<file path="src/efd_pkg.sv">
// Shared types and constants for the escaped frame deframer.
`timescale 1ns / 1ps

package efd_pkg;

    localparam int MAX_PAYLOAD_DEF = 256;

    localparam int CFG_IDX_W = 3;

    localparam logic [CFG_IDX_W-1:0] CFG_START_MARKER  = 3'd0;
    localparam logic [CFG_IDX_W-1:0] CFG_END_MARKER    = 3'd1;
    localparam logic [CFG_IDX_W-1:0] CFG_ESCAPE_MARKER = 3'd2;
    localparam logic [CFG_IDX_W-1:0] CFG_ESCAPE_MASK   = 3'd3;

    localparam logic [7:0] START_MARKER_RST  = 8'hAA;
    localparam logic [7:0] END_MARKER_RST    = 8'h55;
    localparam logic [7:0] ESCAPE_MARKER_RST = 8'h7D;
    localparam logic [7:0] ESCAPE_MASK_RST   = 8'h20;

    localparam logic [2:0] ST_OK       = 3'd0;
    localparam logic [2:0] ST_SUM_BAD  = 3'd1;
    localparam logic [2:0] ST_END_BAD  = 3'd2;
    localparam logic [2:0] ST_TOO_LONG = 3'd3;
    localparam logic [2:0] ST_CUT_ESC  = 3'd4;

    typedef struct packed {
        logic [7:0] rx_byte;
        logic       burst_end;
    } in_item_t;

    typedef struct packed {
        logic [2:0]  status;
        logic [7:0]  frame_kind;
        logic [15:0] payload_length;
        logic [31:0] head_word;
        logic [7:0]  sum_received;
        logic [7:0]  sum_computed;
    } out_item_t;

    typedef struct packed {
        logic [7:0] start_marker;
        logic [7:0] end_marker;
        logic [7:0] escape_marker;
        logic [7:0] escape_mask;
    } cfg_regs_t;

    // unstuffed byte handed from the escape stage to the parser
    typedef struct packed {
        logic       byte_valid;
        logic [7:0] data;
        logic       cut;
    } esc_out_t;

endpackage

</file>
<file path="src/efd_unstuff.sv">
// Escape removal: drops escape bytes and unmasks the byte after them.
`timescale 1ns / 1ps

module efd_unstuff (
    input  logic              clk,
    input  logic              rst_n,
    input  logic              take,
    input  efd_pkg::in_item_t item,
    input  efd_pkg::cfg_regs_t cfg,
    output efd_pkg::esc_out_t esc
);
    import efd_pkg::*;

    logic pending_reg;
    logic pending_next;

    always_comb
    begin
        pending_next   = pending_reg;
        esc.byte_valid = 1'b0;
        esc.cut        = 1'b0;
        esc.data       = item.rx_byte;
        if (pending_reg)
        begin
            esc.byte_valid = 1'b1;
            esc.data       = item.rx_byte ^ cfg.escape_mask;
            pending_next   = 1'b0;
        end
        else if (item.rx_byte == cfg.escape_marker)
        begin
            if (item.burst_end)
                esc.cut = 1'b1;
            else
                pending_next = 1'b1;
        end
        else
        begin
            esc.byte_valid = 1'b1;
        end
    end

    always_ff @(posedge clk or negedge rst_n)
    begin
        if (!rst_n)
            pending_reg <= 1'b0;
        else if (take)
            pending_reg <= pending_next;
    end

endmodule

</file>
<file path="src/efd_parser.sv">
// Frame parser: header, payload with running XOR and head word, checksum, end marker.
`timescale 1ns / 1ps

module efd_parser #(
    parameter int MAX_PAYLOAD = efd_pkg::MAX_PAYLOAD_DEF
) (
    input  logic               clk,
    input  logic               rst_n,
    input  logic               take,
    input  efd_pkg::esc_out_t  esc,
    input  efd_pkg::cfg_regs_t cfg,
    output logic               res_valid,
    output efd_pkg::out_item_t res
);
    import efd_pkg::*;

    localparam int CNT_W = $clog2(MAX_PAYLOAD + 1);

    typedef enum logic [2:0] {
        PH_SOF,
        PH_TYPE,
        PH_LEN_HI,
        PH_LEN_LO,
        PH_DATA,
        PH_SUM,
        PH_EOF
    } phase_t;

    phase_t      phase_reg, phase_next;
    logic [7:0]  kind_reg, kind_next;
    logic [15:0] len_reg, len_next;
    logic [CNT_W-1:0] cnt_reg, cnt_next;
    logic [7:0]  xor_reg, xor_next;
    logic [31:0] head_reg, head_next;
    logic [7:0]  sum_reg, sum_next;

    logic [15:0] len_full;
    logic [CNT_W:0] cnt_inc;

    always_comb
    begin
        phase_next = phase_reg;
        kind_next  = kind_reg;
        len_next   = len_reg;
        cnt_next   = cnt_reg;
        xor_next   = xor_reg;
        head_next  = head_reg;
        sum_next   = sum_reg;
        res_valid  = 1'b0;
        res.status         = ST_OK;
        res.frame_kind     = kind_reg;
        res.payload_length = len_reg;
        res.head_word      = head_reg;
        res.sum_received   = sum_reg;
        res.sum_computed   = xor_reg;
        len_full = {len_reg[15:8], esc.data};
        cnt_inc  = {1'b0, cnt_reg} + {{CNT_W{1'b0}}, 1'b1};

        if (esc.cut)
        begin
            if (phase_reg != PH_SOF)
            begin
                res_valid  = 1'b1;
                res.status = ST_CUT_ESC;
            end
            phase_next = PH_SOF;
        end
        else if (esc.byte_valid)
        begin
            case (phase_reg)
                PH_SOF:
                begin
                    if (esc.data == cfg.start_marker)
                    begin
                        kind_next  = '0;
                        len_next   = '0;
                        cnt_next   = '0;
                        xor_next   = '0;
                        head_next  = '0;
                        sum_next   = '0;
                        phase_next = PH_TYPE;
                    end
                end
                PH_TYPE:
                begin
                    kind_next  = esc.data;
                    phase_next = PH_LEN_HI;
                end
                PH_LEN_HI:
                begin
                    len_next   = {esc.data, 8'h00};
                    phase_next = PH_LEN_LO;
                end
                PH_LEN_LO:
                begin
                    len_next = len_full;
                    cnt_next = '0;
                    if (len_full == 16'd0)
                        phase_next = PH_SUM;
                    else if ({1'b0, len_full} > 17'(MAX_PAYLOAD))
                    begin
                        res_valid          = 1'b1;
                        res.status         = ST_TOO_LONG;
                        res.payload_length = len_full;
                        res.sum_received   = '0;
                        res.sum_computed   = '0;
                        phase_next         = PH_SOF;
                    end
                    else
                        phase_next = PH_DATA;
                end
                PH_DATA:
                begin
                    xor_next = xor_reg ^ esc.data;
                    if (cnt_reg < CNT_W'(4))
                        head_next = head_reg | (32'(esc.data) << {cnt_reg[1:0], 3'b000});
                    cnt_next = cnt_inc[CNT_W-1:0];
                    if (17'(cnt_inc) >= {1'b0, len_reg})
                        phase_next = PH_SUM;
                end
                PH_SUM:
                begin
                    sum_next = esc.data;
                    if (xor_reg == esc.data)
                        phase_next = PH_EOF;
                    else
                    begin
                        res_valid        = 1'b1;
                        res.status       = ST_SUM_BAD;
                        res.sum_received = esc.data;
                        phase_next       = PH_SOF;
                    end
                end
                PH_EOF:
                begin
                    res_valid  = 1'b1;
                    res.status = (esc.data == cfg.end_marker) ? ST_OK : ST_END_BAD;
                    phase_next = PH_SOF;
                end
                default:
                begin
                    phase_next = PH_SOF;
                end
            endcase
        end
    end

    always_ff @(posedge clk or negedge rst_n)
    begin
        if (!rst_n)
        begin
            phase_reg <= PH_SOF;
            kind_reg  <= '0;
            len_reg   <= '0;
            cnt_reg   <= '0;
            xor_reg   <= '0;
            head_reg  <= '0;
            sum_reg   <= '0;
        end
        else if (take)
        begin
            phase_reg <= phase_next;
            kind_reg  <= kind_next;
            len_reg   <= len_next;
            cnt_reg   <= cnt_next;
            xor_reg   <= xor_next;
            head_reg  <= head_next;
            sum_reg   <= sum_next;
        end
    end

endmodule

</file>
<file path="src/efd_out_buf.sv">
// Two-entry result buffer between the parser and the output channel.
`timescale 1ns / 1ps

module efd_out_buf (
    input  logic               clk,
    input  logic               rst_n,
    input  logic               wr_en,
    input  efd_pkg::out_item_t wr_data,
    output logic               not_full,
    output logic               out_valid,
    input  logic               out_ready,
    output efd_pkg::out_item_t out_data
);
    import efd_pkg::*;

    out_item_t  mem_reg [2];
    logic       wr_ptr_reg, wr_ptr_next;
    logic       rd_ptr_reg, rd_ptr_next;
    logic [1:0] count_reg, count_next;
    logic       rd_en;

    assign out_valid = (count_reg != 2'd0);
    assign not_full  = (count_reg != 2'd2);
    assign out_data  = mem_reg[rd_ptr_reg];
    assign rd_en     = out_valid && out_ready;

    always_comb
    begin
        wr_ptr_next = wr_ptr_reg ^ wr_en;
        rd_ptr_next = rd_ptr_reg ^ rd_en;
        count_next  = count_reg + {1'b0, wr_en} - {1'b0, rd_en};
    end

    always_ff @(posedge clk)
    begin
        if (wr_en)
            mem_reg[wr_ptr_reg] <= wr_data;
    end

    always_ff @(posedge clk or negedge rst_n)
    begin
        if (!rst_n)
        begin
            wr_ptr_reg <= 1'b0;
            rd_ptr_reg <= 1'b0;
            count_reg  <= 2'd0;
        end
        else
        begin
            wr_ptr_reg <= wr_ptr_next;
            rd_ptr_reg <= rd_ptr_next;
            count_reg  <= count_next;
        end
    end

endmodule

</file>
<file path="src/escaped_frame_deframer.sv">
// Top level of the escaped frame deframer: configuration registers and datapath.
//
//   channel | direction | request contents
//   in      | input     | in_data: rx_byte, burst_end
//   out     | output    | out_data: status, kind, length, head word, both sums
//   cfg     | input     | cfg_index, cfg_data (8-bit register value)
//
// One request per cycle while in_ready is high: each byte is unstuffed and
// parsed in the cycle it is taken, and any result is registered into the
// two-entry output buffer, visible from the next cycle. in_ready drops only
// while the output buffer holds two results. rst_n clears parser state and
// restores marker and mask defaults; cfg_ready is always high.
`timescale 1ns / 1ps

module escaped_frame_deframer #(
    parameter int MAX_PAYLOAD = efd_pkg::MAX_PAYLOAD_DEF
) (
    input  logic                             clk,
    input  logic                             rst_n,
    input  logic                             in_valid,
    output logic                             in_ready,
    input  efd_pkg::in_item_t                in_data,
    output logic                             out_valid,
    input  logic                             out_ready,
    output efd_pkg::out_item_t               out_data,
    input  logic                             cfg_valid,
    output logic                             cfg_ready,
    input  logic [efd_pkg::CFG_IDX_W-1:0]    cfg_index,
    input  logic [7:0]                       cfg_data
);
    import efd_pkg::*;

    cfg_regs_t cfg_reg;
    logic      take;
    esc_out_t  esc;
    logic      res_valid;
    out_item_t res;
    logic      not_full;

    assign cfg_ready = 1'b1;
    assign in_ready  = not_full;
    assign take      = in_valid && in_ready;

    always_ff @(posedge clk or negedge rst_n)
    begin
        if (!rst_n)
        begin
            cfg_reg.start_marker  <= START_MARKER_RST;
            cfg_reg.end_marker    <= END_MARKER_RST;
            cfg_reg.escape_marker <= ESCAPE_MARKER_RST;
            cfg_reg.escape_mask   <= ESCAPE_MASK_RST;
        end
        else if (cfg_valid && cfg_ready)
        begin
            case (cfg_index)
                CFG_START_MARKER:  cfg_reg.start_marker  <= cfg_data;
                CFG_END_MARKER:    cfg_reg.end_marker    <= cfg_data;
                CFG_ESCAPE_MARKER: cfg_reg.escape_marker <= cfg_data;
                CFG_ESCAPE_MASK:   cfg_reg.escape_mask   <= cfg_data;
                default:           ;
            endcase
        end
    end

    efd_unstuff u_unstuff (
        .clk   (clk),
        .rst_n (rst_n),
        .take  (take),
        .item  (in_data),
        .cfg   (cfg_reg),
        .esc   (esc)
    );

    efd_parser #(
        .MAX_PAYLOAD (MAX_PAYLOAD)
    ) u_parser (
        .clk       (clk),
        .rst_n     (rst_n),
        .take      (take),
        .esc       (esc),
        .cfg       (cfg_reg),
        .res_valid (res_valid),
        .res       (res)
    );

    efd_out_buf u_out_buf (
        .clk       (clk),
        .rst_n     (rst_n),
        .wr_en     (take && res_valid),
        .wr_data   (res),
        .not_full  (not_full),
        .out_valid (out_valid),
        .out_ready (out_ready),
        .out_data  (out_data)
    );

endmodule
</file>
<file path="config.mk">
export PLATFORM = sky130hd
export DESIGN_NAME = escaped_frame_deframer
export DESIGN_NICKNAME = d
export VERILOG_FILES = /design/src/efd_pkg.sv /design/src/efd_unstuff.sv /design/src/efd_parser.sv /design/src/efd_out_buf.sv /design/src/escaped_frame_deframer.sv
export SDC_FILE = /design/constraint.sdc
export NUM_CORES = 1
export LEC_CHECK = 0
export BUFFER_PORTS_ARGS = -buffer_cell sky130_fd_sc_hd__buf_2
export CORE_MARGIN = 3
export CORE_UTILIZATION = 30
export CTS_CLUSTER_SIZE = 24
export DETAILED_ROUTE_END_ITERATION = 8
export PLACE_DENSITY_LB_ADDON = 0.1
export SYNTH_ARGS = -nofsm -noshare
export SYNTH_HDL_FRONTEND = slang
export SYNTH_SLANG_ARGS = --single-unit
export TNS_END_PERCENT = 50
</file>
<file path="constraint.sdc">
create_clock -name clk -period 8.01 [get_ports clk]
set_input_delay 0.4005 -clock clk [delete_from_list [all_inputs] [get_ports clk]]
set_output_delay 0.4005 -clock clk [all_outputs]
set_load 0.03 [all_outputs]
</file>
==> impl_metrics.yaml, run 1 <==
run_status:
  status: "finished, final reports clean"
sta:
  relSlewSlack_pct: 24.8
  drv_slew: 0
  tns_ns: 0
  max_clock_freq_ghz: 0.214
  finalHoldViolCount: 0
  worst_slew_pin_slew_ns: 1.12
  rsz0062_at_grt: "no"
  min_period_ns: 4.66
  skew_ns: 0.0141
  setup_violations: 0
  holdWs_ns: 0.122
  finalCritPeriodShare_pct: 58.2
grt:
  grt.overflow.total: 0
  grt_pass1_wl_um: 47100
  grt_use_total_pct: 14.6
  grt_pass1_vias: 7473
  grt_antenna_before_repair: 0
  grt_max_degree: 65
cells_and_area:
  fin_cells: 1521
  final_cell_mix: "edfxtp_1 (150), mux2_2 (109), dfrtp_1 (105)"
  fin_nets: 1018
  diodes: 0
  largest_register_ff_count: 150
  drive_gt1_share_pct: 30.7
  final_common_cell: "edfxtp_1"
  synthToLayoutAreaGrowth_pct: 18.6
yosys:
  ys_types: 65
  syn_nets: 910
  synth_edf_count: 150
  synth_seq_cells: 271
  syn-instance-count: 870
  syn-cell-area_um2: 11900
  yosysWarnings: 0
  seq_area_frac_synth_pct: 63.2
  async_flop_share_pct: 44.6
  avgSynthCellArea_um2: 13.7
  synth_top_flop_cell: "edfxtp_1"
worst_setup_path:
  path_cells: "nand2_1 > xnor2_2 > o221ai_1 > nor4_1 > a31oi_1 > o21ai_2 > inv_1 > o21ba_2 > ha_4 > buf_4"
  arrival_ns: 4.85
  crit_path_max_fanout: 64
  crit_path_end_kind: "flip-flop"
  crit_family: "compound AO/OA/AOI/OAI gates"
  startpoint_type: "flip-flop"
  path_buf_inv: 2
  critPathKind: "flip-flop to flip-flop"
  max_stage_delay_ns: 0.96
  cp.required_ns: 8.19
  crit_slowest_cell: "dfrtp_1"
route:
  ant_nets: 0
  drt-initial-drc-count: 413
  vias: 7434
  first_pass_iters: 5
  remaining_drc_errors: 0
  vias_per_cell: 4.89
  finalWirelength_um: 30900
  wl_per_cell_um: 20.3
pwr:
  combPwrFrac_pct: 26.3
  peakVddDrop_mv: 0.170
  p_leak_nw: 5.60
  p_sw_mw: 1.51
  clkPwrFrac_pct: 31.1
  seqPwrFrac_pct: 42.5
  power_density_nw_per_um2: 324
  switching_share_pct: 32.9
  power_mw: 4.60
  intPower_mw: 3.08
worst_hold_path:
  hold_class: "input pin to flip-flop"
clock_tree:
  ctsRootBufferMaster: "clkbuf_16"
  path_clk_slew_ns: 0.06
  cts_made_buffers: 31
  insertion_delay_ns: 0.57
  postCtsSetupBuffers: 0
  cts_tree: "done"
  cts.path.max_buffers: 3
  h-tree-depth: 1
  cts_sinks: 271
floorplanning:
  die_x_um: 206
  die_h_um: 206
  start_util_pct: 30.6
  die-area_um2: 42300
  rows: 72
  io_pins: 103
  core_area_um2: 39000
flow_run:
  drv_cap: 0
placed_design:
  port_buffers: 101
  place.gp.congestion: 0.793
  dp_hpwl_um: 20500
  dpl.cell_count: 1462
layout make-up:
cell class / count / area [um^2]
multi-input combinational: 538 / 4230
sequential: 271 / 7550
tap: 518 / 648
fill: 3773 / 24800
inverter: 19 / 71.3
clock inverter: 21 / 225
timing repair buffer: 117 / 631
clock buffer: 37 / 818
power by group through the flow:
stage	combinational (mW)	clock, mW	sequential (mW)
6_report	1.21	1.43	1.95
5_1_grt	1.33	1.54	1.99
4_1_cts	1.24	1.48	1.96
3_5_place_dp	1.24	0	1.98
3_3_place_gp	1.23	0	1.99
2_1_floorplan	0.934	0	1.87
synthesized netlist by cell type (3+ instances only):
library cell  instances  area share [%]
a21o_1                3            0.19
nand2b_1              5            0.26
nand4_1               8            0.42
o211ai_1              4            0.25
clkbuf_1             22            0.69
nor2b_1               5            0.26
edfxtp_1            150              38
xnor2_1              35             2.6
xor2_1               20             1.5
a22o_1               42             3.1
and2_1                9            0.47
o2bb2ai_1            16             1.2
o31ai_1              19             1.2
or2_2                 3            0.16
mux2_2              109              10
buf_2                15            0.63
dfrtp_1             106              22
xor3_1                3            0.60
inv_1                19            0.60
nand4b_1              3            0.22
nor4_1                5            0.26
nor2_1               33             1.0
dfstp_2              15             3.3
ha_1                 15             1.6
a21oi_1              17            0.71
and3_1                3            0.16
nand3_1              23            0.96
o21ai_0              35             1.5
buf_1                 4            0.13
nand2_1              60             1.9
nor3_1               19            0.80
kinds of logic (layout without fill, tap and decap cells):
group / after synthesis / in the layout / share of synthesized area (%)
buf+inv: 61 / 194 / 2.10
flops: 271 / 271 / 63.2
simple gates: 190 / 190 / 8.03
compound gates: 162 / 162 / 9.86
fa+ha+maj: 15 / 15 / 1.57
other cells: 1 / 1 / 0.0314
xor+xnor: 59 / 59 / 4.76
mux: 111 / 111 / 10.4
repair_timing:
item / 4_1_cts / 5_1_grt
endpoints found under the hold margin: 18 / 0
gates resized for setup: 0 / 0
hold buffers: 1 / 0
final timing paths:
path | slack [ns] | from | endpoint | cells past startpoint
max in group asynchronous | 6.05 | rst_n | u_parser.len_reg[14]$_DFFE_PN0P_ | 4
worst max register to register | 3.35 | u_unstuff.pending_reg$_DFFE_PN0P_ | u_out_buf.mem_reg[0][8]$_DFFE_PP_ | 10
worst min register to register | 0.48 | u_parser.head_reg[17]$_DFFE_PN0P_ | u_out_buf.mem_reg[0][33]$_DFFE_PP_ | 0
min in group asynchronous | 0.31 | rst_n | cfg_reg[2]$_DFFE_PN0P_ | 2
worst max-delay path | 3.35 | u_unstuff.pending_reg$_DFFE_PN0P_ | u_out_buf.mem_reg[0][8]$_DFFE_PP_ | 10
worst min-delay path | 0.12 | cfg_data[1] | cfg_reg[9]$_DFFE_PN0P_ | 2
through the flow:
step           worst slack [ns]  util, %  instance area (um^2)
6_report                   3.35     36.3                 14200
5_1_grt                    2.93     36.3                 14200
4_1_cts                    3.24     36.3                 14200
3_5_place_dp               3.27     33.6                 13100
3_3_place_gp               3.38     33.6                 13100
2_1_floorplan              3.55        -                 11900
layer usage:
| metal | global-route usage [%] | part of all wire [%] |
|---|---|---|
| met5 | 0 | 0 |
| met3 | 2.10 | 3.8 |
| met1 | 20.3 | 46 |
| met4 | 3.44 | 2.2 |
| met2 | 24.1 | 48 |
worst register-to-register path, stage by stage (launching register included):
cell      delay [ns]
dfrtp_1         0.96
nand2_1         0.30
xnor2_2         0.64
o221ai_1        0.19
nor4_1          0.36
a31oi_1         0.17
o21ai_2         0.49
inv_1           0.18
o21ba_2         0.28
ha_4            0.23
buf_4           0.38
(Power assumes the default switching activity.)
==> run 2: changes to the inputs <==
clock period = 4.5 ns   (was 8.01 ns; I/O delays follow)
==> impl_metrics.yaml, run 2 (synthesis results as in run 1) <==
route:
  vias_per_cell: 4.83
  ant_nets: 0
  drt-initial-drc-count: 423
  vias: 7427
  first_pass_iters: 4
  wl_per_cell_um: 20.5
  remaining_drc_errors: 0
  finalWirelength_um: 31500
cells_and_area:
  design_area_um2: 14300
  fill_cells: 3823
  drive_gt1_share_pct: 29.9
  synthToLayoutAreaGrowth_pct: 19.4
  largest_register_ff_count: 150
  fin_nets: 1035
  final_cell_mix: "edfxtp_1 (150), mux2_2 (109), dfrtp_1 (105)"
  final_common_cell: "edfxtp_1"
  diodes: 0
  fin_cells: 1537
pwr:
  p_leak_nw: 5.60
  peakVddDrop_mv: 0.264
  power_density_nw_per_um2: 561
  seqPwrFrac_pct: 44.5
  clkPwrFrac_pct: 29.5
  intPower_mw: 5.33
  switching_share_pct: 33.5
  p_sw_mw: 2.68
  combPwrFrac_pct: 26.1
worst_setup_path:
  path_cells: "nand2_1 > xor2_1 > a2111oi_0 > a31oi_1 > o21ai_2 > buf_4 > inv_1 > o21ba_2 > ha_4 > buf_12"
  crit_slowest_cell: "dfrtp_1"
  max_stage_delay_ns: 0.74
  rr_worst_depth: 10
  startpoint_type: "flip-flop"
  critPathKind: "flip-flop to flip-flop"
  r2r-start: "u_unstuff.pending_reg$_DFFE_PN0P_"
  crit_path_end_kind: "flip-flop"
  crit_path_max_fanout: 28
  cp.required_ns: 4.77
  arrival_ns: 4.12
  r2r-end: "u_out_buf.mem_reg[1][7]$_DFFE_PP_"
  r2r_slack_ns: 0.64
worst_hold_path:
  hold_class: "input pin to flip-flop"
  hold_start: "cfg_index[1]"
  whs_endpoint: "cfg_reg[24]$_DFFE_PN0P_"
  hold_depth: 3
clock_tree:
  cts-resized-gates: 0
  cts.path.max_buffers: 3
  ctsRootBufferMaster: "clkbuf_16"
  insertion_delay_ns: 0.58
  cts_made_buffers: 30
  cts_tree: "done"
  path_clk_slew_ns: 0.06
  cts_sinks: 271
  h-tree-depth: 1
grt:
  grt_antenna_before_repair: 0
  grt_pass1_wl_um: 48400
  grt_pass1_vias: 7632
  grt_max_degree: 122
  grt_use_total_pct: 15.2
  grt.overflow.total: 0
sta:
  setup_violations: 0
  holdWs_ns: 0.153
  tns_ns: 0
  min_period_ns: 3.86
  finalCritPeriodShare_pct: 85.7
  drv_slew: 0
  worst_slack_ns: 0.642
  rsz0062_at_grt: "no"
  max_clock_freq_ghz: 0.259
  worst_slew_pin_slew_ns: 1.18
  skew_ns: 0.0190
  finalHoldViolCount: 0
  relSlewSlack_pct: 20.9
floorplanning:
  start_util_pct: 30.6
  rows: 72
  die_h_um: 206
  core_area_um2: 39000
  die-area_um2: 42300
  io_pins: 103
  die_x_um: 206
flow_run:
  drv_cap: 0
placed_design:
  place.gp.congestion: 0.795
  port_buffers: 101
  dpl.cell_count: 1471
  dp_hpwl_um: 21000
  placed_area_um2: 13200
  dp_slack_ns: 0.615
run_status:
  status: "finished, final reports clean"
## run 2: what timing repair did
| action | in CTS | in global routing |
|---|---|---|
| endpoints found under the hold margin | 139 | 0 |
| endpoints found under the setup margin | 0 | 0 |
| buffers inserted | 0 | 0 |
| hold buffers | 10 | 0 |
## run 2: area by class of cell
type / count / area, um^2 / area share, %
Inverter: 19 / 71.3 / 0.500
Clock buffer: 43 / 840 / 5.89
Clock inverter: 13 / 114 / 0.798
Sequential cell: 271 / 7550 / 53.0
Timing Repair Buffer: 135 / 851 / 5.97
Multi-Input combinational cell: 538 / 4180 / 29.3
Tap cell: 518 / 648 / 4.54
## run 2: worst max-delay path: cells and delay by family, from the launching register on
kind,cells,cell delay [ns]
flops,1,0.74
xor+xnor,1,0.63
buf+inv,3,0.56
compound gates,4,0.87
fa+ha+maj,1,0.43
simple gates,1,0.27
## run 2: metrics by stage
stage                     total power [mW]  utilization, %
after floorplan                       5.00               -
after global placement                5.74            33.9
after detailed placement              5.74            33.9
after CTS                             8.15            36.6
after global routing                  8.46            36.6
final                                 8.01            36.6
## run 2: metal layers
layer | vias up | wire (um) | global-route usage, %
met5 | - | 0 | 0
met4 | 0 | 833 | 3.78
met3 | 45 | 1290 | 2.42
li1 | 3514 | - | -
met1 | 3710 | 14200 | 20.7
met2 | 158 | 15200 | 25.3
## run 2: worst max path at each step
stage | startpoint | end | slack, ns | depth (start not counted)
after floorplan | u_unstuff.pending_reg$_DFFE_PN0P_ | u_out_buf.mem_reg[1][0]$_DFFE_PP_ | 0.11 | 9
after global placement | u_unstuff.pending_reg$_DFFE_PN0P_ | u_out_buf.mem_reg[1][49]$_DFFE_PP_ | 0.72 | 10
after detailed placement | u_unstuff.pending_reg$_DFFE_PN0P_ | u_out_buf.mem_reg[1][47]$_DFFE_PP_ | 0.61 | 10
after CTS | u_unstuff.pending_reg$_DFFE_PN0P_ | u_out_buf.mem_reg[1][6]$_DFFE_PP_ | 0.57 | 10
after global routing | u_unstuff.pending_reg$_DFFE_PN0P_ | u_out_buf.mem_reg[1][7]$_DFFE_PP_ | 0.30 | 10
final | u_unstuff.pending_reg$_DFFE_PN0P_ | u_out_buf.mem_reg[1][7]$_DFFE_PP_ | 0.64 | 10
## run 2: power groups by stage
stage	sequential (mW)	combinational, mW	clock (mW)
floorplan	3.33	1.66	0
global placement	3.63	2.11	0
detailed placement	3.63	2.11	0
CTS	3.58	2.13	2.44
global route	3.62	2.30	2.54
finish	3.56	2.09	2.36
==> run 3: changes to the inputs <==
RECOVER_POWER = 25   (was not set)
==> impl_metrics.yaml, run 3 (synthesis results as in run 1) <==
run_status:
  status: "finished, final reports clean"
route:
  wl_per_cell_um: 20.5
  finalWirelength_um: 31500
  ant_nets: 0
  drt-initial-drc-count: 434
  first_pass_iters: 4
  vias: 7437
  remaining_drc_errors: 0
  vias_per_cell: 4.84
clock_tree:
  cts_tree: "done"
  cts_sinks: 271
  cts.path.max_buffers: 3
  postCtsSetupBuffers: 0
  path_clk_slew_ns: 0.06
  insertion_delay_ns: 0.58
  h-tree-depth: 1
  cts-resized-gates: 0
  ctsRootBufferMaster: "clkbuf_16"
  cts_made_buffers: 30
pwr:
  p_leak_nw: 5.59
  power_mw: 8.00
  peakVddDrop_mv: 0.264
  power_density_nw_per_um2: 561
grt:
  grt_pass1_vias: 7632
  grt.overflow.total: 0
  grt_pass1_wl_um: 48400
  grt_antenna_before_repair: 0
  grt_use_total_pct: 15.2
  grt_max_degree: 122
sta:
  worst_slew_pin_slew_ns: 1.18
  drv_slew: 0
  skew_ns: 0.0182
  setup_violations: 0
  tns_ns: 0
  min_period_ns: 3.89
  finalHoldViolCount: 0
  max_clock_freq_ghz: 0.257
  relSlewSlack_pct: 20.5
  finalCritPeriodShare_pct: 86.5
  rsz0062_at_grt: "no"
worst_setup_path:
  path_cells: "nand2_1 > xor2_1 > a2111oi_0 > a31oi_1 > o21ai_2 > buf_4 > inv_1 > o21ba_2 > ha_4 > buf_12"
  max_stage_delay_ns: 0.75
  path_buf_inv: 3
  crit_path_end_kind: "flip-flop"
  cp.required_ns: 4.76
  startpoint_type: "flip-flop"
  arrival_ns: 4.16
  crit_family: "compound AO/OA/AOI/OAI gates"
  crit_path_max_fanout: 28
  crit_slowest_cell: "dfrtp_1"
  critPathKind: "flip-flop to flip-flop"
placed_design:
  place.gp.congestion: 0.795
  dp_hpwl_um: 21000
  port_buffers: 101
  placed_area_um2: 13200
flow_run:
  drv_cap: 0
cells_and_area:
  drive_gt1_share_pct: 28.9
  final_util_pct: 36.5
  final_cell_mix: "edfxtp_1 (150), mux2_2 (109), dfrtp_1 (105)"
  largest_register_ff_count: 150
  fin_nets: 1035
  diodes: 0
  final_common_cell: "edfxtp_1"
  synthToLayoutAreaGrowth_pct: 19.3
  design_area_um2: 14300
floorplanning:
  rows: 72
  die_x_um: 206
  die-area_um2: 42300
  core_area_um2: 39000
  die_h_um: 206
  io_pins: 103
  start_util_pct: 30.6
worst_hold_path:
  hold_class: "input pin to flip-flop"
==> run 3: changes by cell type in the layout (fill, tap and decap cells not counted) <==
cell | before | now
dfstp_1 | 0 | 7
dfstp_2 | 15 | 8
buf_4 | 20 | 18
buf_2 | 100 | 99
clkbuf_1 | 9 | 12
==> run 3: metal layers <==
metal	vias to the layer above	GRT usage (%)	wire, um
li1	3514	-	-
met1	3715	20.7	14200
met2	163	25.3	15200
met3	45	2.42	1330
met4	0	3.78	833
met5	-	0	0
==> run 3: area by class of cell <==
cell class,instances,area [um^2]
clock buffers,43,840
fillers,3825,24800
flip-flops and latches,271,7550
inverters,19,71.3
clock inverters,13,114
repair buffers,135,842
multi-input cells,538,4180
well taps,518,648
==> run 3: per-stage QoR <==
step	std cells	hold slack, ns	worst slack (ns)
6_report	1537	0.152	0.606
2_1_floorplan	870	-0.0706	0.107
3_5_place_dp	1471	0.403	0.615
5_1_grt	1537	0.152	0.302
3_3_place_gp	1471	0.405	0.723
4_1_cts	1537	0.125	0.572
==> run 3: final timing paths <==
check                                                        from                                  to  slack (ns)  cells past startpoint
worst max-delay path            u_unstuff.pending_reg$_DFFE_PN0P_   u_out_buf.mem_reg[0][6]$_DFFE_PP_        0.61                     10
worst min-delay path                                 cfg_index[1]             cfg_reg[24]$_DFFE_PN0P_        0.15                      3
worst max register to register  u_unstuff.pending_reg$_DFFE_PN0P_   u_out_buf.mem_reg[0][6]$_DFFE_PP_        0.61                     10
worst min register to register  u_parser.head_reg[12]$_DFFE_PN0P_  u_out_buf.mem_reg[1][28]$_DFFE_PP_        0.47                      0
max in group asynchronous                                   rst_n     u_parser.sum_reg[2]$_DFFE_PN0P_        3.55                      3
min in group asynchronous                                   rst_n             cfg_reg[19]$_DFFE_PN0P_        0.27                      3
==> run 3: tightest hold or removal path: cells and delay by family <==
family	cells	cell delay (ns)
buffers and inverters	1	0.11
and+or+nand+nor	1	0.12
muxes	1	0.24
==> run 3: where the power goes <==
part	internal (mW)	switching (mW)	total (mW)
registers	3.11	0.450	3.56
logic	0.859	1.23	2.09
clock network	1.35	1.00	2.36
==> run 3: repair_timing <==
item / CTS / global route
hold endpoints to repair: 139 / 0
hold buffers: 10 / 0
endpoints found under the setup margin: 0 / 0
